$ cat config.mk
export PLATFORM = sky130hd
export DESIGN_NAME = gjri_ctrl
export DESIGN_NICKNAME = d
export VERILOG_FILES = /design/src/rtl/gjri_pkg.sv /design/src/rtl/gjri_ctrl.sv
export VERILOG_INCLUDE_DIRS = /design/src /design/src/rtl
export SDC_FILE = /design/constraint.sdc
export NUM_CORES = 1
export LEC_CHECK = 0
export ABC_AREA = 1
export BUFFER_PORTS_ARGS = -buffer_cell sky130_fd_sc_hd__buf_2
export CORE_ASPECT_RATIO = 1.5
export CORE_MARGIN = 8
export CORE_UTILIZATION = 25
export CTS_CLUSTER_DIAMETER = 200
export DETAILED_ROUTE_END_ITERATION = 8
export GPL_TIMING_DRIVEN = 0
export PLACE_DENSITY = 0.5
export SYNTH_ARGS = -nofsm -noshare
export SYNTH_HDL_FRONTEND = slang
export SYNTH_SLANG_ARGS = --single-unit
$ cat constraint.sdc
create_clock -name clk -period 4.3 [get_ports clk]
set_input_delay 0.215 -clock clk [delete_from_list [all_inputs] [get_ports clk]]
set_output_delay 0.215 -clock clk [all_outputs]
set_load 0.1 [all_outputs]
$ cat src/rtl/gauss_jordan_reduce_invert_defines.svh
// Assertion helpers, clocked on clk and disabled while rst_n is low.
`ifndef GAUSS_JORDAN_REDUCE_INVERT_DEFINES_SVH
`define GAUSS_JORDAN_REDUCE_INVERT_DEFINES_SVH

// same-cycle implication
`define GJRI_ASSERT_IMP(lbl, ante, cons) \
  lbl: assert property (@(posedge clk) disable iff (!rst_n) (ante) |-> (cons)) \
    else $error("gjri: implication check failed");

// next-cycle implication
`define GJRI_ASSERT_NXT(lbl, ante, cons) \
  lbl: assert property (@(posedge clk) disable iff (!rst_n) (ante) |=> (cons)) \
    else $error("gjri: next-cycle check failed");

`endif

$ cat src/rtl/gjri_pkg.sv
package gjri_pkg;

  localparam int MAX_DIM    = 8;
  localparam int STORE_COLS = 2 * MAX_DIM;
  localparam int ROW_W      = $clog2(MAX_DIM);
  localparam int COL_W      = $clog2(STORE_COLS);
  localparam int ADDR_W     = ROW_W + COL_W;
  localparam int DEPTH      = MAX_DIM * STORE_COLS;

  localparam logic signed [31:0] Q_ONE = 32'sh0100_0000;

  typedef enum logic [1:0] {
    OPC_LOAD = 2'd0,
    OPC_RUN  = 2'd1,
    OPC_READ = 2'd2
  } opcode_t;

  typedef enum logic [1:0] {
    ST_OK       = 2'd0,
    ST_SINGULAR = 2'd1,
    ST_RANGE    = 2'd2,
    ST_COLS     = 2'd3
  } status_t;

  typedef enum logic [1:0] {
    CFG_ROW_COUNT    = 2'd0,
    CFG_COLUMN_COUNT = 2'd1,
    CFG_INVERT_MODE  = 2'd2
  } cfg_index_t;

  typedef struct packed {
    logic [1:0]         opcode;
    logic [2:0]         row_index;
    logic [3:0]         column_index;
    logic signed [31:0] element_value;
  } in_item_t;

  typedef struct packed {
    logic signed [31:0] read_value;
    logic [1:0]         status;
  } out_item_t;

  typedef enum logic [2:0] {
    DP_SCAL,
    DP_IDENT,
    DP_COPY,
    DP_ADD,
    DP_NORM,
    DP_ELIM,
    DP_BACK
  } dp_op_t;

  typedef struct packed {
    logic              valid;
    dp_op_t            op;
    logic [ADDR_W-1:0] addr_a;
    logic [ADDR_W-1:0] addr_b;
    logic [ADDR_W-1:0] addr_w;
    logic              one;
  } dp_cmd_t;

  typedef struct packed {
    logic done;
    logic zero;
  } dp_sts_t;

  typedef enum logic [3:0] {
    S_IDLE,
    S_IDENT,
    S_PIV,
    S_SRCH,
    S_ADD,
    S_NORM,
    S_EREAD,
    S_ELIM,
    S_FREAD,
    S_BACK,
    S_COPY,
    S_DONE
  } ctl_state_t;

  typedef enum logic [2:0] {
    P_IDLE,
    P_READ,
    P_DIV,
    P_DIVFIN,
    P_RND,
    P_BACKFIN
  } dp_phase_t;

endpackage

$ cat src/rtl/gjri_ctrl.sv
`include "gauss_jordan_reduce_invert_defines.svh"

module gjri_ctrl (
  input  logic                       clk,
  input  logic                       rst_n,
  input  logic                       run_go,
  input  logic [gjri_pkg::ROW_W:0]   h,
  input  logic [gjri_pkg::COL_W:0]   w,
  input  logic                       inv,
  input  gjri_pkg::dp_sts_t          sts,
  output gjri_pkg::dp_cmd_t          cmd,
  output logic                       busy,
  output logic                       fin,
  output gjri_pkg::status_t          fin_status,
  output gjri_pkg::status_t          run_status
);

  localparam int RW = gjri_pkg::ROW_W;
  localparam int CW = gjri_pkg::COL_W;

  gjri_pkg::ctl_state_t state_r, state_nxt;
  logic wait_r, wait_nxt;
  logic [RW-1:0] c_r, c_nxt, r_r, r_nxt, s_r, s_nxt;
  logic [CW-1:0] j_r, j_nxt;
  gjri_pkg::status_t st_r, st_nxt, run_status_r, run_status_nxt;

  logic [RW:0]   hm1_full;
  logic [RW-1:0] hm1;
  logic [CW:0]   wm1_full;
  logic [CW-1:0] wm1;
  logic [CW-1:0] hcol;

  function automatic logic [gjri_pkg::ADDR_W-1:0] mk_addr(logic [RW-1:0] row,
                                                          logic [CW-1:0] col);
    return {row, col};
  endfunction

  assign hm1_full   = h - (RW+1)'(1);
  assign hm1        = hm1_full[RW-1:0];
  assign wm1_full   = w - (CW+1)'(1);
  assign wm1        = wm1_full[CW-1:0];
  assign hcol       = h[CW-1:0] + j_r;
  assign busy       = (state_r != gjri_pkg::S_IDLE);
  assign fin        = (state_r == gjri_pkg::S_DONE);
  assign fin_status = st_r;
  assign run_status = run_status_r;

  always_ff @(posedge clk) begin
    if (!rst_n) begin
      state_r      <= gjri_pkg::S_IDLE;
      wait_r       <= 1'b0;
      run_status_r <= gjri_pkg::ST_OK;
    end else begin
      state_r      <= state_nxt;
      wait_r       <= wait_nxt;
      run_status_r <= run_status_nxt;
    end
  end

  always_ff @(posedge clk) begin
    c_r  <= c_nxt;
    r_r  <= r_nxt;
    s_r  <= s_nxt;
    j_r  <= j_nxt;
    st_r <= st_nxt;
  end

  always_comb begin
    state_nxt      = state_r;
    c_nxt          = c_r;
    r_nxt          = r_r;
    s_nxt          = s_r;
    j_nxt          = j_r;
    st_nxt         = st_r;
    run_status_nxt = run_status_r;
    cmd            = '0;
    cmd.op         = gjri_pkg::DP_SCAL;
    cmd.valid      = busy && !fin && !wait_r;
    wait_nxt       = wait_r;
    if (cmd.valid) wait_nxt = 1'b1;
    if (sts.done) wait_nxt = 1'b0;

    unique case (state_r)
      gjri_pkg::S_IDLE: begin
        if (run_go) begin
          c_nxt = '0;
          r_nxt = '0;
          j_nxt = '0;
          if (inv) begin
            state_nxt = gjri_pkg::S_IDENT;
          end else if ({1'b0, h} > w) begin
            st_nxt    = gjri_pkg::ST_COLS;
            state_nxt = gjri_pkg::S_DONE;
          end else begin
            state_nxt = gjri_pkg::S_PIV;
          end
        end
      end
      gjri_pkg::S_IDENT: begin
        cmd.op     = gjri_pkg::DP_IDENT;
        cmd.addr_w = mk_addr(r_r, hcol);
        cmd.one    = (r_r == j_r[RW-1:0]);
        if (sts.done) begin
          if (j_r[RW-1:0] == hm1) begin
            j_nxt = '0;
            if (r_r == hm1) begin
              c_nxt     = '0;
              state_nxt = gjri_pkg::S_PIV;
            end else begin
              r_nxt = r_r + RW'(1);
            end
          end else begin
            j_nxt = j_r + CW'(1);
          end
        end
      end
      gjri_pkg::S_PIV: begin
        cmd.addr_a = mk_addr(c_r, CW'(c_r));
        if (sts.done) begin
          j_nxt = '0;
          if (sts.zero) begin
            if (c_r == hm1) begin
              st_nxt    = gjri_pkg::ST_SINGULAR;
              state_nxt = gjri_pkg::S_DONE;
            end else begin
              s_nxt     = c_r + RW'(1);
              state_nxt = gjri_pkg::S_SRCH;
            end
          end else begin
            state_nxt = gjri_pkg::S_NORM;
          end
        end
      end
      gjri_pkg::S_SRCH: begin
        cmd.addr_a = mk_addr(s_r, CW'(c_r));
        if (sts.done) begin
          if (!sts.zero) begin
            j_nxt     = '0;
            state_nxt = gjri_pkg::S_ADD;
          end else if (s_r == hm1) begin
            st_nxt    = gjri_pkg::ST_SINGULAR;
            state_nxt = gjri_pkg::S_DONE;
          end else begin
            s_nxt = s_r + RW'(1);
          end
        end
      end
      gjri_pkg::S_ADD: begin
        cmd.op     = gjri_pkg::DP_ADD;
        cmd.addr_a = mk_addr(c_r, j_r);
        cmd.addr_b = mk_addr(s_r, j_r);
        cmd.addr_w = mk_addr(c_r, j_r);
        if (sts.done) begin
          if (j_r == wm1) begin
            j_nxt     = '0;
            state_nxt = gjri_pkg::S_PIV;
          end else begin
            j_nxt = j_r + CW'(1);
          end
        end
      end
      gjri_pkg::S_NORM: begin
        cmd.op     = gjri_pkg::DP_NORM;
        cmd.addr_a = mk_addr(c_r, j_r);
        cmd.addr_w = mk_addr(c_r, j_r);
        if (sts.done) begin
          if (j_r == wm1) begin
            j_nxt = '0;
            if (c_r != hm1) begin
              r_nxt     = c_r + RW'(1);
              state_nxt = gjri_pkg::S_EREAD;
            end else if (c_r == '0) begin
              // single row: nothing above the pivot
              if (inv) begin
                r_nxt     = '0;
                state_nxt = gjri_pkg::S_COPY;
              end else begin
                st_nxt    = gjri_pkg::ST_OK;
                state_nxt = gjri_pkg::S_DONE;
              end
            end else begin
              c_nxt     = hm1 - RW'(1);
              r_nxt     = hm1;
              state_nxt = gjri_pkg::S_FREAD;
            end
          end else begin
            j_nxt = j_r + CW'(1);
          end
        end
      end
      gjri_pkg::S_EREAD, gjri_pkg::S_ELIM: begin
        if (state_r == gjri_pkg::S_ELIM) begin
          cmd.op     = gjri_pkg::DP_ELIM;
          cmd.addr_a = mk_addr(r_r, j_r);
          cmd.addr_b = mk_addr(c_r, j_r);
          cmd.addr_w = mk_addr(r_r, j_r);
        end else begin
          cmd.addr_a = mk_addr(r_r, CW'(c_r));
        end
        if (sts.done) begin
          if (state_r == gjri_pkg::S_EREAD && !sts.zero) begin
            j_nxt     = '0;
            state_nxt = gjri_pkg::S_ELIM;
          end else if (state_r == gjri_pkg::S_ELIM && j_r != wm1) begin
            j_nxt = j_r + CW'(1);
          end else begin
            j_nxt = '0;
            if (r_r == hm1) begin
              c_nxt     = c_r + RW'(1);
              state_nxt = gjri_pkg::S_PIV;
            end else begin
              r_nxt     = r_r + RW'(1);
              state_nxt = gjri_pkg::S_EREAD;
            end
          end
        end
      end
      gjri_pkg::S_FREAD: begin
        cmd.addr_a = mk_addr(c_r, CW'(r_r));
        if (sts.done) begin
          j_nxt     = '0;
          state_nxt = gjri_pkg::S_BACK;
        end
      end
      gjri_pkg::S_BACK: begin
        cmd.op     = gjri_pkg::DP_BACK;
        cmd.addr_a = mk_addr(c_r, j_r);
        cmd.addr_b = mk_addr(r_r, j_r);
        cmd.addr_w = mk_addr(c_r, j_r);
        if (sts.done) begin
          if (j_r == wm1) begin
            j_nxt = '0;
            if (r_r != c_r + RW'(1)) begin
              r_nxt     = r_r - RW'(1);
              state_nxt = gjri_pkg::S_FREAD;
            end else if (c_r != '0) begin
              c_nxt     = c_r - RW'(1);
              r_nxt     = hm1;
              state_nxt = gjri_pkg::S_FREAD;
            end else if (inv) begin
              r_nxt     = '0;
              state_nxt = gjri_pkg::S_COPY;
            end else begin
              st_nxt    = gjri_pkg::ST_OK;
              state_nxt = gjri_pkg::S_DONE;
            end
          end else begin
            j_nxt = j_r + CW'(1);
          end
        end
      end
      gjri_pkg::S_COPY: begin
        cmd.op     = gjri_pkg::DP_COPY;
        cmd.addr_a = mk_addr(r_r, hcol);
        cmd.addr_w = mk_addr(r_r, j_r);
        if (sts.done) begin
          if (j_r[RW-1:0] == hm1) begin
            j_nxt = '0;
            if (r_r == hm1) begin
              st_nxt    = gjri_pkg::ST_OK;
              state_nxt = gjri_pkg::S_DONE;
            end else begin
              r_nxt = r_r + RW'(1);
            end
          end else begin
            j_nxt = j_r + CW'(1);
          end
        end
      end
      gjri_pkg::S_DONE: begin
        run_status_nxt = st_r;
        state_nxt      = gjri_pkg::S_IDLE;
      end
      default: begin
        state_nxt = gjri_pkg::S_IDLE;
      end
    endcase
  end

  `GJRI_ASSERT_IMP(a_done_only_when_waiting, sts.done, wait_r)
  `GJRI_ASSERT_NXT(a_done_returns_idle, state_r == gjri_pkg::S_DONE, state_r == gjri_pkg::S_IDLE && !wait_r)
  `GJRI_ASSERT_IMP(a_col_in_range, busy && !fin, j_r <= wm1)
  `GJRI_ASSERT_IMP(a_cols_not_invert, fin && st_r == gjri_pkg::ST_COLS, !inv)

endmodule

==> results.txt, run 1 <==
The number of warnings issued by yosys came out at 0. The number of core rows is 48. The placed wire-length estimate after detailed placement is 9490 um. The maximum resistive drop on vdd came out at 766 uV.

For this run the aggregate overflow at the end of global routing stands at 0. The category of the most critical setup path is flop to flop. After floorplanning, the core was sized to cover 11,400 um2. The length in cells of the worst reg-to-reg path came out at 9. The TritonCTS clock tree is done. Summed over all cells, the static leakage comes to 1.75 nW. Entering global routing, the biggest net connects 14 pins.

CTS built an H-tree with a depth of 1. For this run, the total global-route usage over all layers was measured as 14.5%. In this run the critical register-to-register path is launched from c_r[0]. Across the run, the number of max-cap violations was 0. Buffers inserted to repair hold after CTS numbered 0. The transition at the pin with the smallest max-transition slack came out at 0.823 ns. The total wire length is 11,400 um.

The number of clock buffers inserted by TritonCTS is 3. The fill cell total of the finished layout came out at 1,292. The worst hold path begins at rst_n. The endpoint of the worst-slack reg-to-reg timing path is c_r[2]. Clock tree synthesis selected as its root buffer the cell clkbuf_16.

Synthesis produced 460 cells. From left edge to right edge, the die measures 104 um. On the worst path, the slowest cell contributes a delay of 0.64 ns.

The critical path contains buffers and inverters numbering 2 combined. The flow ran to the end, and the final reports show no timing, DRC or antenna violations. The number of antenna diodes came out at 0. Dividing the final minimum period by the clock period gives 64.7%.

The average routed wire per standard cell is 17.3 um. CTS saw 22 sinks. The number of DRC markers after the initial detailed-route iteration is 214. The summed instance area of the synthesized netlist is 2910 um2. The final net count came out at 543. The area growth from synthesis to layout is 18.0%. The number of iterations in the first detailed-routing pass is 5. The residual antenna-violating net count after detailed routing is 0.

The endpoint required time on the critical path came out at 4.21 ns. The slowest stage of the critical path is the nor4_1 cell. The number of remaining DRC errors is 0. STA classifies the critical path endpoint as a flop. The via density per instance came out at 5.06. In the global route stage, met1 resource usage came out at 15.4%.

The floorplan step defined a die boundary enclosing 15,400 um2. The synthesized flop and latch total came out at 22. For this run, the top clock speed supported by timing is 0.360 GHz. On the final layout, the worst hold slack is 0.217 ns.

The worst setup path is launched from a flop. Along the worst path, the maximum fanout reaches 9. The placer's final routability congestion estimate is 0.926. In this run the worst hold path is classified as primary input to flop.

The average footprint of a synthesized cell is 6.32 um2. The most numerous cell type found on the critical path is nand2_1. The max-slew violation count is 0. The initial core utilization came out at 25.5%. The worst register-to-register path has a setup slack of 1.52 ns. The global routing met2 resource utilization came out at 27.4%. The clock-pin slew on the worst setup and hold paths is 0.07 ns. The data arrival time of the worst path is 2.69 ns.

47 I/O pins were placed. The floorplan die height is 148 um. The distinct cell type count of the synthesized netlist is 41. In the global route stage, met3 resource usage came out at 1.95%. The final-layout setup total negative slack is 0 ns. The final count of hold timing violations came out at 0. The synthesized netlist net count is 492. The worst hold path was traced through 3 stages. The shortest period the worst path allows is 2.78 ns. The critical path goes through buf_2 -> inv_2 -> ha_1 -> xor2_1 -> nor2_1 -> nand2_1 -> nand2_1 -> nand4_1 -> nor4_1. The clock tree skew after final layout came out at 0.00469 ns. The worst pin sits at a relative slew slack of 44.7%.

Counting along the longest clock path gives a buffer depth of 2. The number of antenna violations at the first check in global routing came out at 0. Clock latency on the worst-skew pair, taken at its later pin, is 0.27 ns. The final setup violation count came out at 0. The number of gates given a new drive strength after cts is 0. The global routing stage identified its most utilized layer as met2. The wire length of the first global-routing pass came out at 17,600 um.

The post-synthesis sequential area ratio is 20.3%. The total power per unit cell area is 805 nW/um2. The number of buffers inserted to repair setup after CTS is 0. The fraction of final layout cells with drive strength greater than 1 came out at 21.0%.

The total number of vias is 3,338. The count of buffers added on input and output ports is 46. The path with the worst hold slack has its endpoint at run_status[0]. The number of global-route vias before repair is 3,289.

Setup repair after global routing left no endpoint under its margin. The family with the most delay on the worst path is simple AND/OR/NAND/NOR gates.
-- through the flow --
| stage | utilization, % | cell area (um2) | power, mW | instances | worst slack (ns) |
|---|---|---|---|---|---|
| after floorplan | - | 2910 | 2.01 | 460 | 0.599 |
| after global placement | 29.1 | 3320 | 2.47 | 656 | 1.38 |
| after global routing | 30.1 | 3430 | 2.92 | 660 | 1.39 |
| after CTS | 30.1 | 3430 | 2.76 | 660 | 1.51 |
| final | 30.1 | 3430 | 2.76 | 660 | 1.52 |
| after detailed placement | 29.1 | 3320 | 2.47 | 656 | 1.41 |
-- synth_stat cells, drive strengths merged --
library cell / instances / share of area [%]
a211oi: 2 / 0.69
nor3: 4 / 0.69
o21ai: 28 / 4.8
a31oi: 7 / 1.5
o22ai: 2 / 0.43
nand2: 146 / 21
edfxtp: 15 / 15
xor2: 5 / 1.5
clkinv: 1 / 0.17
o211ai: 11 / 3.0
a22oi: 5 / 1.3
inv: 61 / 8.1
nand3b: 1 / 0.26
mux2i: 1 / 0.34
buf: 11 / 2.0
xnor2: 10 / 3.0
ha: 16 / 6.9
o221ai: 5 / 1.5
o2111ai: 1 / 0.30
nand3: 40 / 7.4
a21oi: 10 / 1.7
nor2: 60 / 10
or2: 1 / 0.22
nand4: 3 / 0.65
nor4: 3 / 0.86
fa: 1 / 0.69
dfxtp: 7 / 4.8
a221oi: 3 / 0.90
-- worst max-delay path by stage --
stage / start / to / depth (start not counted)
final: c_r[0] / c_r[2] / 9
after global routing: c_r[0] / c_r[2] / 9
after CTS: c_r[0] / c_r[2] / 9
after detailed placement: h[0] / c_r[0] / 12
after global placement: h[0] / c_r[0] / 12
after floorplan: state_r[2] / wait_r / 6
-- cell type report --
class / count / area, um2 / share of cell area, %
buffer: 11 / 58.8 / 1.71
multi-input combinational: 365 / 2020 / 58.8
tap: 150 / 188 / 5.47
sequential: 22 / 591 / 17.2
clock buffer: 3 / 75.1 / 2.19
timing repair buffer: 46 / 230 / 6.71
clock inverter: 1 / 30.0 / 0.876
inverter: 62 / 239 / 6.97
-- cell families (layout without fill, tap and decap cells) --
group,Yosys count,after routing,synth area share (%)
mux,1,1,0.344
xor+xnor,15,15,4.52
buf+inv,73,123,10.2
flops,22,22,20.3
compound gates,74,74,16.2
simple gates,258,258,40.8
fa+ha+maj,17,17,7.58
-- placed cells by master (no fill, tap or decap), types with 13 or more instances in the layout --
| cell | count |
|---|---|
| nor2_1 | 48 |
| nand2_2 | 13 |
| inv_1 | 49 |
| edfxtp_1 | 15 |
| ha_1 | 16 |
| buf_2 | 54 |
| o21ai_0 | 26 |
| nand3_1 | 37 |
| nand2_1 | 130 |
-- routing by layer --
metal / routed length [um] / up-vias / part of all wire, %
li1: - / 1637 / -
met1: 4410 / 1568 / 39
met2: 6000 / 115 / 53
met3: 667 / 18 / 5.8
met4: 345 / 0 / 3.0
met5: 0 / - / 0
-- sequential cells by signal, summed over array words and instances (netlist names) --
register    cells
c_r             3
s_r             3
run_status      2
j_r             4
state_r         4
wait_r          1
r_r             3
fin_status      2
-- worst min-delay path, stage by stage --
cell and delay [ns]:
buf_2 0.13, o21ai_0 0.07, nor2_1 0.04
-- power breakdown --
group	total, mW	internal, mW	switching, mW
clock	0.282	0.186	0.0965
sequential	0.413	0.339	0.0739
combinational	2.06	0.485	1.58
Note: power is estimated with default switching activity, not from simulation.
==> inputs of run 2 (changes only) <==
- PLACE_DENSITY: 0.5 -> 0.51
- clock period: 4.3 -> 2.3 ns (I/O delays scaled with it)
==> run 2 against run 1 <==
  * Via count rose by 1.7%
  * Design area rose by 12%
  * Routed wire length rose by 4.4%
  * Core utilization rose by 3.6 points
  * Non-clock buffer count rose by 16
  * Count of clock-buffer cells in the layout did not move
  * Worst hold slack got worse by 0.088 ns
  * Die area did not move
  * Combinational power rose by 120%
  * Sequential power rose by 87%
  * Sequential cell count did not move
  * Clock power rose by 79%
  * Critical endpoint is now cmd[7]
  * Largest cell class unchanged
==> results.txt, run 2 (same netlist as run 1, synthesis figures left out) <==
The floorplan die height came out at 148 um (unchanged). The worst setup slack after layout is 0.0711 ns (-1.45 ns). The boundary pin count came out at 47 (unchanged). The transition at the pin with the smallest max-transition slack came to 0.665 ns (-0.158 ns). The number of cells in the finished layout apart from fillers came out at 676 (+2.4%).

Clock tree synthesis selected as its root buffer the cell clkbuf_16. The met1 usage in global routing is 16.0% (+0.61 points). The number of core rows came out at 48 (unchanged). The layout overhead on the synthesized area is 32.1%. The fmax came out at 0.449 GHz. The max-slew violation count came out at 0 (unchanged). The flow ran to the end, and the final reports show no timing, DRC or antenna violations.

The switching part of the total power was 60.6% (-2.8 points). The leakage power is 1.86 nW (+6.3%). The shortest period the worst path allows came out at 2.23 ns. The total power per unit cell area came out at 1510 nW/um2 (+87%).

The final design instance area without fill came out at 3840 um2 (+12%). The logic gate share of total power is 78.0% (+3.2 points). The die boundary width was 104 um (unchanged). The number of antenna diodes is 0 (unchanged). The number of antenna violations at the first check in global routing came to 0 (unchanged). The number of violations of the max-capacitance limit is 0 (unchanged). STA classifies the critical path endpoint as an output pin. The endpoint required time on the critical path came out at 2.18 ns (-2.03 ns). The met3 track demand over resource is 1.86% (-0.087 points). The power dissipated by switching net loads was 3.50 mW (+100%). Leaving out fill and tap cells, the most frequent cells in the layout are nand2_1 (125), inv_1 (44), nor2_1 (41). The type of the worst min-delay path is primary input to flop. The buffer levels on the longest clock path came out at 2 (unchanged). The worst setup path is launched from a flop. The placeable core region came to 11,400 um2 (unchanged). The sequential cell fraction of total power came out at 13.3% (-1.7 points). The clock tree skew after final layout was 0.00259 ns (-0.00210 ns). The max-slew headroom at the worst pin is 55.3% (+11 points). The total number of H-tree levels was 1 (unchanged). The largest net degree at the start of global routing is 14 (unchanged). The global routing met2 resource utilization is 27.9% (+0.55 points).

The maximum resistive drop on vdd is 1520 uV (+98%). The post-place setup slack is -0.535 ns (-1.94 ns). The fill cell total of the finished layout is 1,288 (-0.31%). The largest fanout of any net on the critical path was 10 (+1). The via density per instance is 5.02 (-0.70%). The data arrival time of the worst path is 2.11 ns (-0.58 ns).

The category of the most critical setup path is flop to output pin. The placed instance area was 3470 um2 (+4.4%). The placed wire-length estimate after detailed placement is 9750 um (+2.8%). The wire length of the first global-routing pass came out at 18,700 um (+6.3%). The design internal power is 2.28 mW (+130%). The final setup violation count is 0 (unchanged). The residual antenna-violating net count after detailed routing came out at 0 (unchanged). The final count of hold timing violations came out at 0 (unchanged).

The total wire length is 11,900 um (+4.4%). The final net count is 559 (+2.9%). The count of input and output buffers was 46 (unchanged). The number of clock buffers inserted by TritonCTS came out at 3 (unchanged). The number of global-route vias before repair was 3,467 (+5.4%).

In this run the most used layer during global routing was met2. The total number of vias is 3,395 (+1.7%). The number of instances in the placed design came out at 656 (unchanged). The number of clock sinks seen by CTS came to 22 (unchanged).

The placer's final routability congestion estimate came to 0.943 (+1.9%). The number of iterations in the first detailed-routing pass is 5 (unchanged). The TritonCTS clock tree is done.

The proportion of power drawn by the clock network is 8.7% (-1.5 points). The library cell used most frequently in the layout, excluding fill and tap cells, is nand2_1. The number of DRC markers after the initial detailed-route iteration is 195 (-8.9%).

The final-layout setup total negative slack is 0 ns (unchanged). The clock-pin slew on the worst setup and hold paths came out at 0.06 ns (about the same). The number of remaining DRC errors is 0 (unchanged). The aggregate global routing overflow came out at 0 (unchanged). The average routed wire per standard cell is 17.7 um (+2.0%).

The global-route total usage across every layer is 15.2% (+0.63 points). The clock latency of the later-clocked register in the worst-skew pair was 0.26 ns (about the same). The fraction of final layout cells with drive strength greater than 1 is 30.8% (+9.8 points). The overall die area is 15,400 um2 (unchanged). The initial core utilization came out at 25.5% (unchanged). The share of the clock period used by the worst path came out at 96.9%. The largest registers in the layout are j_r: 4 flops, state_r: 4 flops.
[run 2: cell types whose count changed in the layout (fill, tap and decap cells not counted), sizes merged]
| cell | before | now |
|---|---|---|
| buf | 57 | 60 |
| inv | 61 | 58 |
| clkbuf | 3 | 16 |
| clkinvlp | 0 | 3 |
[run 2: worst paths after layout]
check	to	startpoint	cells past startpoint	slack, ns
setup / recovery	cmd[7]	state_r[1]	7	0.07
hold / removal	wait_r	rst_n	3	0.13
setup reg to reg	r_r[2]	c_r[0]	11	0.11
hold reg to reg	run_status[0]	run_status[0]	2	0.52
[run 2: worst max-delay path, cell delays in order, from the launching register on]
cell	delay, ns
dfxtp_1	0.32
buf_6	0.16
nand2_1	0.10
nor2_1	0.22
buf_2	0.34
a22oi_1	0.19
o21ai_2	0.08
buf_2	0.44
[run 2: per-layer routing]
| layer | part of all wire (%) | routed length, um |
|---|---|---|
| met5 | 0 | 0 |
| met4 | 5.4 | 647 |
| met3 | 4.5 | 532 |
| met2 | 51 | 6060 |
| met1 | 39 | 4700 |
[run 2: through the flow]
step | hold WS [ns] | util [%] | total power, mW
finish | 0.129 | 33.6 | 5.79
global placement | 0.406 | 30.4 | 4.76
floorplan | 0.187 | - | 3.91
detailed placement | 0.410 | 30.4 | 4.78
global route | 0.154 | 33.6 | 6.14
CTS | 0.137 | 32.4 | 5.58
[run 2: area by class of cell]
cell class / instances / area (um2) / area share [%]
Tap cell: 150 / 188 / 4.89
Sequential cell: 22 / 602 / 15.7
Inverter: 62 / 260 / 6.78
Clock inverter: 1 / 30.0 / 0.782
Multi-Input combinational cell: 365 / 2210 / 57.5
Clock buffer: 3 / 75.1 / 1.96
Timing Repair Buffer: 62 / 399 / 10.4
Buffer: 11 / 76.3 / 1.99
[run 2: what timing repair did]
action	4_1_cts	5_1_grt
resized for setup	18	29
hold buffers	0	0
setup endpoints to repair	13	30
setup buffers	7	9
pin swaps	5	3
[run 2: power by group through the flow]
| stage | registers, mW | clock network (mW) | logic (mW) |
|---|---|---|---|
| detailed placement | 0.804 | 0 | 3.98 |
| floorplan | 0.790 | 0 | 3.12 |
| global placement | 0.797 | 0 | 3.96 |
| CTS | 0.772 | 0.510 | 4.30 |
| finish | 0.771 | 0.504 | 4.51 |
| global route | 0.791 | 0.524 | 4.83 |
